`config.mk`:
```
export PLATFORM = sky130hd
export DESIGN_NAME = bounded_priority_queue
export DESIGN_NICKNAME = d
export VERILOG_FILES = /design/src/hw/rtl/bpq_pkg.sv /design/src/hw/rtl/bpq_cell.sv /design/src/hw/rtl/bounded_priority_queue.sv
export SDC_FILE = /design/constraint.sdc
export NUM_CORES = 2
export LEC_CHECK = 0
export CAP_MARGIN = 15
export CELL_PAD_IN_SITES_DETAIL_PLACEMENT = 0
export CELL_PAD_IN_SITES_GLOBAL_PLACEMENT = 2
export CORE_AREA = 8 8 254 354
export DETAILED_ROUTE_END_ITERATION = 8
export DIE_AREA = 0 0 262 362
export DONT_BUFFER_PORTS = 1
export PLACE_DENSITY = 0.77
export REMOVE_ABC_BUFFERS = 1
export SKIP_CTS_REPAIR_TIMING = 1
export SYNTH_ARGS = -nofsm -noshare
export SYNTH_HDL_FRONTEND = slang
export SYNTH_SLANG_ARGS = --single-unit
```
`constraint.sdc`:
```
create_clock -name i_clk -period 9.05 [get_ports i_clk]
set_input_delay 2.715 -clock i_clk [delete_from_list [all_inputs] [get_ports i_clk]]
set_output_delay 2.715 -clock i_clk [all_outputs]
set_load 0.02 [all_outputs]
```
`src/hw/rtl/bpq_pkg.sv`:
```
package bpq_pkg;

    // Widths and defaults
    localparam int VALUE_BITS         = 32;
    localparam int DEFAULT_DEPTH      = 16;
    localparam int DEFAULT_PRIO_BITS  = 8;
    localparam int STATUS_BITS        = 2;

    // Request kind, carried on the slave tuser
    typedef enum logic {
        REQ_INSERT = 1'b0,
        REQ_REMOVE = 1'b1
    } t_req;

    // Result status, carried on the master tuser
    typedef enum logic [STATUS_BITS-1:0] {
        ST_DONE     = 2'd0,
        ST_OVERFLOW = 2'd1,
        ST_EMPTY    = 2'd2
    } t_status;

    // Per-cycle command broadcast to every cell of the chain
    typedef struct packed {
        logic ins;
        logic rem;
    } t_cell_ctrl;

endpackage

```
`src/hw/rtl/bpq_cell.sv`:
```
// One slot of the sorted chain: hold, take the new entry, or take a neighbour's.
module bpq_cell #(
    parameter int PRIORITY_BITS = bpq_pkg::DEFAULT_PRIO_BITS
) (
    input  logic                          i_clk,
    input  bpq_pkg::t_cell_ctrl           i_ctrl,
    input  logic                          i_valid,
    input  logic [bpq_pkg::VALUE_BITS-1:0] i_new_value,
    input  logic [PRIORITY_BITS-1:0]      i_new_prio,
    input  logic                          i_left_take,
    input  logic [bpq_pkg::VALUE_BITS-1:0] i_left_value,
    input  logic [PRIORITY_BITS-1:0]      i_left_prio,
    input  logic [bpq_pkg::VALUE_BITS-1:0] i_right_value,
    input  logic [PRIORITY_BITS-1:0]      i_right_prio,
    output logic                          o_take,
    output logic [bpq_pkg::VALUE_BITS-1:0] o_value,
    output logic [PRIORITY_BITS-1:0]      o_prio
);

    logic [bpq_pkg::VALUE_BITS-1:0] r_value, n_value;
    logic [PRIORITY_BITS-1:0]       r_prio, n_prio;

    // New entry goes ahead of this slot when the slot is empty or weaker
    assign o_take = !i_valid || (r_prio < i_new_prio);

    always_comb begin
        n_value = r_value;
        n_prio  = r_prio;
        if (i_ctrl.ins && o_take) begin
            if (i_left_take) begin
                n_value = i_left_value;
                n_prio  = i_left_prio;
            end else begin
                n_value = i_new_value;
                n_prio  = i_new_prio;
            end
        end else if (i_ctrl.rem) begin
            n_value = i_right_value;
            n_prio  = i_right_prio;
        end
    end

    always_ff @(posedge i_clk) begin
        r_value <= n_value;
        r_prio  <= n_prio;
    end

    assign o_value = r_value;
    assign o_prio  = r_prio;

endmodule

```
`src/hw/rtl/bounded_priority_queue.sv`:
```
// Channel   | Dir | tdata (lowest bit up)                           | tuser
// ----------+-----+-------------------------------------------------+------------
// s_axis    | in  | item_value[31:0], item_priority, zero pad        | req_type
// m_axis    | out | removed_value[31:0], removed_priority, occupancy,| status
//           |     | zero pad                                         |
//
// One request per cycle: the whole chain of cells updates in the cycle the
// request is accepted, and the result lands in the output register at that edge.
// The rate is set by the output register: s_axis_tready falls only while a
// result is held and m_axis_tready is low.
// Reset (i_rst_n low, synchronous) empties the queue and drops any held result;
// the cell contents are left as they are and are ignored through the fill count.
module bounded_priority_queue #(
    parameter int DEPTH         = bpq_pkg::DEFAULT_DEPTH,
    parameter int PRIORITY_BITS = bpq_pkg::DEFAULT_PRIO_BITS,
    localparam int CW = $clog2(DEPTH + 1),
    localparam int IW = ((bpq_pkg::VALUE_BITS + PRIORITY_BITS + 7) / 8) * 8,
    localparam int OW = ((bpq_pkg::VALUE_BITS + PRIORITY_BITS + CW + 7) / 8) * 8
) (
    input  logic          i_clk,
    input  logic          i_rst_n,
    input  logic          s_axis_tvalid,
    output logic          s_axis_tready,
    input  logic [IW-1:0] s_axis_tdata,   // item_value, item_priority
    input  logic          s_axis_tuser,   // req_type
    output logic          m_axis_tvalid,
    input  logic          m_axis_tready,
    output logic [OW-1:0] m_axis_tdata,   // removed_value, removed_priority, occupancy
    output logic [bpq_pkg::STATUS_BITS-1:0] m_axis_tuser  // status
);

    localparam int VB = bpq_pkg::VALUE_BITS;

    // Request fields
    logic [VB-1:0]            w_value;
    logic [PRIORITY_BITS-1:0] w_prio;
    logic                     w_accept;
    logic                     w_full;
    logic                     w_empty;
    bpq_pkg::t_cell_ctrl      w_ctrl;

    // Fill count and result register
    logic [CW-1:0]            r_count, n_count;
    logic                     r_m_valid;
    bpq_pkg::t_status         r_status, n_status;
    logic [VB-1:0]            r_rv, n_rv;
    logic [PRIORITY_BITS-1:0] r_rp, n_rp;
    logic [CW-1:0]            r_occ;

    // Chain wiring
    logic [DEPTH-1:0]         w_cell_valid;
    logic [DEPTH-1:0]         w_take;
    logic [VB-1:0]            w_cv [DEPTH];
    logic [PRIORITY_BITS-1:0] w_cp [DEPTH];

    assign w_value = s_axis_tdata[VB-1:0];
    assign w_prio  = s_axis_tdata[VB +: PRIORITY_BITS];

    // Take a request whenever the output register is free or being drained
    assign s_axis_tready = !r_m_valid || m_axis_tready;
    assign w_accept      = s_axis_tvalid && s_axis_tready;

    assign w_full  = (r_count == CW'(DEPTH));
    assign w_empty = (r_count == '0);

    // Refused requests leave the chain untouched
    assign w_ctrl.ins = w_accept && (bpq_pkg::t_req'(s_axis_tuser) == bpq_pkg::REQ_INSERT)
                        && !w_full;
    assign w_ctrl.rem = w_accept && (bpq_pkg::t_req'(s_axis_tuser) == bpq_pkg::REQ_REMOVE)
                        && !w_empty;

    // Chain of cells, front (highest priority) at index 0
    for (genvar g = 0; g < DEPTH; g++) begin : g_cell
        logic                     w_lt;
        logic [VB-1:0]            w_lv, w_rv;
        logic [PRIORITY_BITS-1:0] w_lp, w_rp;

        assign w_cell_valid[g] = (r_count > CW'(g));

        if (g == 0) begin : g_head
            assign w_lt = 1'b0;
            assign w_lv = '0;
            assign w_lp = '0;
        end else begin : g_body
            assign w_lt = w_take[g-1];
            assign w_lv = w_cv[g-1];
            assign w_lp = w_cp[g-1];
        end

        if (g == DEPTH - 1) begin : g_tail
            assign w_rv = '0;
            assign w_rp = '0;
        end else begin : g_mid
            assign w_rv = w_cv[g+1];
            assign w_rp = w_cp[g+1];
        end

        bpq_cell #(
            .PRIORITY_BITS (PRIORITY_BITS)
        ) u_cell (
            .i_clk         (i_clk),
            .i_ctrl        (w_ctrl),
            .i_valid       (w_cell_valid[g]),
            .i_new_value   (w_value),
            .i_new_prio    (w_prio),
            .i_left_take   (w_lt),
            .i_left_value  (w_lv),
            .i_left_prio   (w_lp),
            .i_right_value (w_rv),
            .i_right_prio  (w_rp),
            .o_take        (w_take[g]),
            .o_value       (w_cv[g]),
            .o_prio        (w_cp[g])
        );
    end

    // Next count and result fields
    always_comb begin
        n_count  = r_count;
        n_status = bpq_pkg::ST_DONE;
        n_rv     = '0;
        n_rp     = '0;
        unique case (bpq_pkg::t_req'(s_axis_tuser))
            bpq_pkg::REQ_INSERT: begin
                if (w_full) begin
                    n_status = bpq_pkg::ST_OVERFLOW;
                end else begin
                    n_count = r_count + CW'(1);
                end
            end
            bpq_pkg::REQ_REMOVE: begin
                if (w_empty) begin
                    n_status = bpq_pkg::ST_EMPTY;
                end else begin
                    n_count = r_count - CW'(1);
                    n_rv    = w_cv[0];
                    n_rp    = w_cp[0];
                end
            end
            default: n_status = bpq_pkg::ST_DONE;
        endcase
    end

    // Control: fill count and result valid
    always_ff @(posedge i_clk) begin
        if (!i_rst_n) begin
            r_count   <= '0;
            r_m_valid <= 1'b0;
        end else begin
            if (w_accept) begin
                r_count <= n_count;
            end
            if (w_accept) begin
                r_m_valid <= 1'b1;
            end else if (m_axis_tready) begin
                r_m_valid <= 1'b0;
            end
        end
    end

    // Payload: load with each accepted request, hold while stalled
    always_ff @(posedge i_clk) begin
        if (w_accept) begin
            r_status <= n_status;
            r_rv     <= n_rv;
            r_rp     <= n_rp;
            r_occ    <= n_count;
        end
    end

    assign m_axis_tvalid = r_m_valid;
    assign m_axis_tuser  = r_status;
    assign m_axis_tdata  = OW'({r_occ, r_rp, r_rv});

endmodule

```
Word level (Yosys, flattened, before mapping)
Cells that the tools add are included.
Storage, ports and cells
  register bits after elaboration: 693
  bits of input ports: 45
Operators by class
  add/sub/neg operators: 2
  $lt $le $gt $ge: 32
  equality and inequality tests: 1
  multiplexer cells: 102
  bitwise logic cells: 1
  reduce and logical (&&, ||, !) cells: 76
Operator list (number)
  $mux W32: 47
  $mux W8: 47
  $lt A8 B8 Y1: 16
  $gt A5 B4 Y1 const B: 8
  $reduce_bool A2 Y1: 17
  $logic_and A1 B1 Y1: 21
  $gt A5 B3 Y1 const B: 4
  $logic_not A1 Y1: 19
  $logic_or A1 B1 Y1: 17
  $gt A5 B1 Y1 const B: 2
  $gt A5 B2 Y1 const B: 2
  $mux W5: 2
  $pmux W5 S2: 1
  $add A5 B1 Y5 const B: 1
  $eq A5 B5 Y1 const B: 1
  $logic_not A5 Y1: 1
  $sub A5 B1 Y5 const B: 1
  $pmux W2 S2: 1
  $mux W1: 3
  $mux W2: 1
  $reduce_or A2 Y1: 1
  $not A1 Y1: 1

Logic depth before layout (Yosys ltp)
  word-level depth: 7
  gate-level depth with buffers: 12
  mapped depth without buffers: 8

Hierarchy
Synthesis repeated with hierarchy kept, for this count alone.
Second synthesis, totals
  cell total of the unflattened synthesis: 2854
  area, all modules: 43660.6 um^2
Modules (own cells, without submodules)
  bpq_cell (g_cell[0].u_cell ...): times used 8, cells an instance 165, area an instance 2575.0 um^2, sequential area each 1201.2 um^2
  bpq_cell (g_cell[2].u_cell ...): times used 8, cells an instance 165, area an instance 2567.5 um^2, sequential area each 1201.2 um^2
  bounded_priority_queue: times used 1, cells an instance 214, area an instance 2521.2 um^2, sequential area each 1531.5 um^2

Worst setup path after synthesis
No wires, ideal clock.
  path type: input port to flip-flop
  start: input s_axis_tdata[34]
  end: register g_cell[14].u_cell.r_prio[0], enable pin
  library setup time: 493 ps
  arrival time: 7260 ps
  path slack: 1297 ps
  cell stages on the path: 9
  buffers on the path: 2
  path through: clkbuf_1 inv_1 ha_1 a211oi_1 o21ai_0 a21oi_1 nor2_1 buf_2 o21ai_0
On the way
  longest elaborated chain between the ends: 4
RTL lines
  start: declaration: line bounded_priority_queue.sv:24  | input logic [IW-1:0] s_axis_tdata,
  $lt A8 B8 Y1: line bpq_cell.sv:24  | assign o_take = !i_valid || (r_prio < i_new_prio);
  $logic_or A1 B1 Y1: line bpq_cell.sv:24
  $logic_and A1 B1 Y1: line bpq_cell.sv:29  | if (i_ctrl.ins && o_take) begin
  $reduce_bool A2 Y1 (no source line)
  end signal: assignment: line bpq_cell.sv:45  | r_prio <= n_prio;
  end: declaration: line bpq_cell.sv:21  | logic [PRIORITY_BITS-1:0] r_prio, n_prio;
No other way between the ends.
A chain may end at the register's enable or synchronous reset.

Worst setup path in the final report
  start: input s_axis_tdata[37]
  end: register g_cell[12].u_cell.r_value (netlist bit g_cell[12].u_cell.o_value[26]), enable pin
On the way
  longest elaborated chain between the ends: 4
RTL lines
  $lt A8 B8 Y1: line bpq_cell.sv:24
  $logic_or A1 B1 Y1: line bpq_cell.sv:24
  $logic_and A1 B1 Y1: line bpq_cell.sv:29
  $reduce_bool A2 Y1 (no source line)
  end signal: assignment: line bpq_cell.sv:44  | r_value <= n_value;
  end: declaration: line bpq_cell.sv:20  | logic [bpq_pkg::VALUE_BITS-1:0] r_value, n_value;
No other way between the ends.

==> impl_results.html <==
<table>
<tr><th>Metric</th><th>Value</th></tr>
<tr><th colspan="2">Power</th></tr>
<tr><td>Total Power Consumption</td><td>0.00889 W</td></tr>
<tr><td>Part of the total power dissipated in the clock network</td><td>32.4%</td></tr>
<tr><td>Leak Pwr</td><td>14.4 nW</td></tr>
<tr><td>Pint</td><td>0.00629 W</td></tr>
<tr><td>P_sw</td><td>0.00260 W</td></tr>
<tr><td>Switching share of power</td><td>29.2%</td></tr>
<tr><td>Comb power frac</td><td>17.5%</td></tr>
<tr><td>Power density normalized to cell area</td><td>222 nW/um^2</td></tr>
<tr><td>Peak supply drop</td><td>0.000137 V</td></tr>
<tr><td>Sequential share of power</td><td>50.1%</td></tr>
<tr><th colspan="2">Clock tree</th></tr>
<tr><td>CTS Root Cell</td><td>clkbuf_16</td></tr>
<tr><td>CTS Sinks</td><td>693</td></tr>
<tr><td>Count of H-tree levels built during CTS</td><td>3</td></tr>
<tr><td>CTS tree</td><td>built</td></tr>
<tr><td>CTS Buf Count</td><td>74</td></tr>
<tr><td>Clock insertion delay at the later pin of the skew report</td><td>630 ps</td></tr>
<tr><td>Clock slew seen by the registers of the worst setup and hold paths</td><td>60 ps</td></tr>
<tr><td>Maximum clock insertion buffer count</td><td>3</td></tr>
<tr><th colspan="2">Detailed routing</th></tr>
<tr><td>Iteration-0 DRC Markers</td><td>1345</td></tr>
<tr><td>Via count</td><td>24607</td></tr>
<tr><td>Ratio of routed vias to standard cells</td><td>5.79</td></tr>
<tr><td>Routed wire per std cell</td><td>24.1 um</td></tr>
<tr><td>Drt pass-1 iters</td><td>5</td></tr>
<tr><td>Post-detailed-route DRC marker count</td><td>0</td></tr>
<tr><td>Total wire length</td><td>102 mm</td></tr>
<tr><td>Post-route antenna net violation count</td><td>0</td></tr>
<tr><th colspan="2">Setup path</th></tr>
<tr><td>RR Endpoint</td><td>g_cell[12].u_cell.o_value[26]$_DFFE_PP_</td></tr>
<tr><td>Launch point of the worst path</td><td>s_axis_tdata[37]</td></tr>
<tr><td>Critical Path Source Type</td><td>input pin</td></tr>
<tr><td>Number of cell instances on the worst register-to-register path</td><td>10</td></tr>
<tr><td>CP arrival</td><td>6080 ps</td></tr>
<tr><td>Maximum fanout encountered on the critical timing path</td><td>81</td></tr>
<tr><td>Setup slack of the most critical reg-to-reg path</td><td>4650 ps</td></tr>
<tr><td>Ordered list of cells on the worst path</td><td>inv_1 -&gt; ha_1 -&gt; a211oi_1 -&gt; nor2_1 -&gt; a211oi_1 -&gt; o21ai_4 -&gt; buf_4 -&gt; nand2_2 -&gt; buf_4</td></tr>
<tr><td>WS Path Type</td><td>in2reg</td></tr>
<tr><td>Reg-to-Reg Start</td><td>r_count[0]$_SDFFE_PN0N_</td></tr>
<tr><td>Worst EP required</td><td>9330 ps</td></tr>
<tr><td>Longest individual stage delay on the worst path</td><td>600 ps</td></tr>
<tr><td>CP max-delay cell</td><td>nand2_2</td></tr>
<tr><td>Category of the worst setup path capture point</td><td>flop</td></tr>
<tr><td>End point of the critical path</td><td>g_cell[12].u_cell.o_value[26]$_DFFE_PP_</td></tr>
<tr><th colspan="2">Floorplanning</th></tr>
<tr><td>Number of top-level design ports</td><td>97</td></tr>
<tr><td>Floorplan die area</td><td>94800 um^2</td></tr>
<tr><td>Core outline area</td><td>84900 um^2</td></tr>
<tr><td>Horizontal die dimension</td><td>262 um</td></tr>
<tr><td>Initial core utilization</td><td>43.5%</td></tr>
<tr><td>Die span in y</td><td>362 um</td></tr>
<tr><td>Floorplan row count</td><td>127</td></tr>
<tr><th colspan="2">GRT</th></tr>
<tr><td>Initial antenna violation count</td><td>0</td></tr>
<tr><td>Number of global-route vias before repair</td><td>27142</td></tr>
<tr><td>First-pass GRT wire length</td><td>158 mm</td></tr>
<tr><td>Total routing usage reported by global routing</td><td>21.3%</td></tr>
<tr><td>Maximum number of pins on one net before global-route repair</td><td>82</td></tr>
<tr><td>GR Overflow Total</td><td>0</td></tr>
<tr><th colspan="2">Placed design</th></tr>
<tr><td>GP Congestion</td><td>0.821</td></tr>
<tr><td>Port Buf Inserts</td><td>0</td></tr>
<tr><td>DP HPWL</td><td>70.8 mm</td></tr>
<tr><th colspan="2">Logic synthesis</th></tr>
<tr><td>Synthesized cell area</td><td>36900 um^2</td></tr>
<tr><td>Cells taking the most area after synthesis</td><td>edfxtp_1 56%, mux2i_1 16%, o21ai_0 7.7%</td></tr>
<tr><td>Warning count from the yosys run</td><td>0</td></tr>
<tr><td>Share of cell area taken by muxes after synthesis</td><td>17.6%</td></tr>
<tr><td>Top cell type's share of synthesized area</td><td>56.0%</td></tr>
<tr><td>Synth Area in Compound Gates</td><td>9.98%</td></tr>
<tr><td>Number of flops mapped to enable cells by yosys</td><td>687</td></tr>
<tr><td>Synth area leader</td><td>edfxtp_1</td></tr>
<tr><td>Synth Area in Simple Gates</td><td>8.96%</td></tr>
<tr><td>Number of instances in the synthesized netlist</td><td>3222</td></tr>
<tr><td>Most common cell in the synthesized netlist</td><td>edfxtp_1</td></tr>
<tr><td>Post-Synth Adder-Cell Area</td><td>4.00%</td></tr>
<tr><td>Sequential fraction of the synthesis area</td><td>56.3%</td></tr>
<tr><td>Fraction of synthesized cell area in xor and xnor cells</td><td>0.0475%</td></tr>
<tr><td>Most used flip-flop cell after synthesis</td><td>edfxtp_1</td></tr>
<tr><td>Cell types with the highest counts after synthesis</td><td>687 x edfxtp_1, 601 x mux2i_1, 574 x nand2_1, 564 x o21ai_0, 162 x clkbuf_1</td></tr>
<tr><td>Avg Synthesized Cell Area</td><td>11.4 um^2</td></tr>
<tr><td>Fraction of synthesis flops using an asynchronous set or reset pin</td><td>0%</td></tr>
<tr><td>Unique masters post-synth</td><td>50</td></tr>
<tr><td>Count of state elements after synthesis</td><td>693</td></tr>
<tr><td>Dominant combinational cell family by area after synthesis</td><td>multiplexers</td></tr>
<tr><th colspan="2">Run</th></tr>
<tr><td>Max Cap Violations</td><td>0</td></tr>
<tr><th colspan="2">Worst hold path</th></tr>
<tr><td>Hold Path Class</td><td>reg2reg</td></tr>
<tr><th colspan="2">Cells and area</th></tr>
<tr><td># nets final</td><td>3258</td></tr>
<tr><td>Multi-input combinational cell area</td><td>15300 um^2</td></tr>
<tr><td>Area Overhead vs Synth</td><td>8.62%</td></tr>
<tr><td>Fill cells</td><td>7826</td></tr>
<tr><td>Storage element area</td><td>20700 um^2</td></tr>
<tr><td>Antenna cells</td><td>0</td></tr>
<tr><td>Share of final-layout standard cells stronger than drive strength 1</td><td>7.11%</td></tr>
<tr><th colspan="2">STA</th></tr>
<tr><td>Post-layout minimum cycle time</td><td>5800 ps</td></tr>
<tr><td>Final hold violation count</td><td>0</td></tr>
<tr><td>Unrepaired setup endpoints after global routing</td><td>no</td></tr>
<tr><td>Max_slew headroom</td><td>26.0%</td></tr>
<tr><td>Skew final</td><td>24.5 ps</td></tr>
<tr><td>Total negative setup slack</td><td>0 ps</td></tr>
<tr><td>Final slew viol count</td><td>0</td></tr>
<tr><td>Worst slew pin tran</td><td>1110 ps</td></tr>
<tr><td>Fraction of the cycle the final worst path needs</td><td>64.1%</td></tr>
<tr><td>Final setup violation count</td><td>0</td></tr>
<tr><td>Max Clock Freq</td><td>172 MHz</td></tr>
<tr><th colspan="2">Status</th></tr>
<tr><td>Run status</td><td>finished clean</td></tr>
</table>
-- cells in the final DEF (no fill, tap or decap), types with 5 or more instances in the layout --
master and instances:
edfxtp_1 687, mux2i_1 601, o21ai_0 563, nand2_1 558
nor2_1 135, ha_1 118, clkbuf_16 76, a21oi_1 52
and3_1 42, buf_4 40, a211oi_1 38, mux2_4 32
clkinv_1 20, clkbuf_1 17, nand2_2 16, nor2b_1 15
nor2_4 14, nand4_1 13, o21ai_4 13, inv_1 11
clkinv_2 10, nand2b_1 6, dfxtp_1 6, nor3_1 5
-- routing by layer --
layer / vias up / part of all wire, % / track usage, %
met5: - / 0 / 0
met4: 0 / 3.2 / 7.63
met3: 188 / 3.3 / 3.14
met2: 438 / 55 / 41.3
met1: 12392 / 38 / 23.0
li1: 11589 / - / -
-- sequential cells by signal (all words and copies together), names as in the netlist --
name	cells
g_cell.u_cell.o_prio	128
g_cell.u_cell.o_value	512
r_count	5
m_axis_tvalid	1
r_rp	8
m_axis_tuser	2
r_rv	32
r_occ	5
-- critical path: cells and delay by family --
family | cells | cell delay (ps)
compound gates | 3 | 870
fa+ha+maj | 1 | 370
buf+inv | 3 | 1390
simple gates | 2 | 690
-- how the worst min path moves through the flow --
stage / startpoint / end / slack (ps) / cells after the start
6_report: g_cell[14].u_cell.o_value[3]$_DFFE_PP_ / g_cell[13].u_cell.o_value[3]$_DFFE_PP_ / 560 / 2
5_1_grt: g_cell[14].u_cell.o_value[9]$_DFFE_PP_ / g_cell[13].u_cell.o_value[9]$_DFFE_PP_ / 580 / 2
4_1_cts: g_cell[14].u_cell.o_value[9]$_DFFE_PP_ / g_cell[13].u_cell.o_value[9]$_DFFE_PP_ / 560 / 2
3_5_place_dp: g_cell[14].u_cell.o_value[9]$_DFFE_PP_ / g_cell[13].u_cell.o_value[9]$_DFFE_PP_ / 540 / 2
3_3_place_gp: g_cell[13].u_cell.o_value[17]$_DFFE_PP_ / g_cell[12].u_cell.o_value[17]$_DFFE_PP_ / 540 / 2
2_1_floorplan: g_cell[11].u_cell.o_value[0]$_DFFE_PP_ / g_cell[10].u_cell.o_value[0]$_DFFE_PP_ / 520 / 2
-- power groups by stage --
stage,Clock (W),Sequential (W),Combinational (W)
4_1_cts,0.00297,0.00447,0.00156
3_5_place_dp,0,0.00453,0.00155
3_3_place_gp,0,0.00453,0.00150
5_1_grt,0.00308,0.00449,0.00175
2_1_floorplan,0,0.00437,0.00117
6_report,0.00289,0.00445,0.00155
-- layout make-up --
type / count / share of cell area [%]
clock inverter: 40 / 0.619
sequential: 693 / 51.8
clock buffer: 93 / 4.91
timing repair buffer: 43 / 0.918
inverter: 12 / 0.112
tap: 1096 / 3.42
multi-input combinational: 2271 / 38.2
-- kinds of logic (layout without fill, tap and decap cells) --
kind of cell,Yosys count,in the layout
multiplexers,634,634
adder cells (fa/ha/maj),118,118
AND/OR/NAND/NOR,815,815
AO/OA/AOI/OAI,699,699
XOR/XNOR,2,2
buffers and inverters,260,188
other,1,3
flip-flops,693,693
-- metrics by stage --
stage	worst slack [ps]	area, um^2	cells	hold slack, ps	utilization, %
after global placement	2610	37800	4112	540	44.5
after detailed placement	2560	37800	4112	543	44.5
after global routing	3070	40000	4248	582	47.2
final	3250	40000	4248	564	47.2
after CTS	3250	40000	4245	558	47.1
after floorplan	-368	35800	2976	521	-
Note: power is estimated with default switching activity, not from simulation.
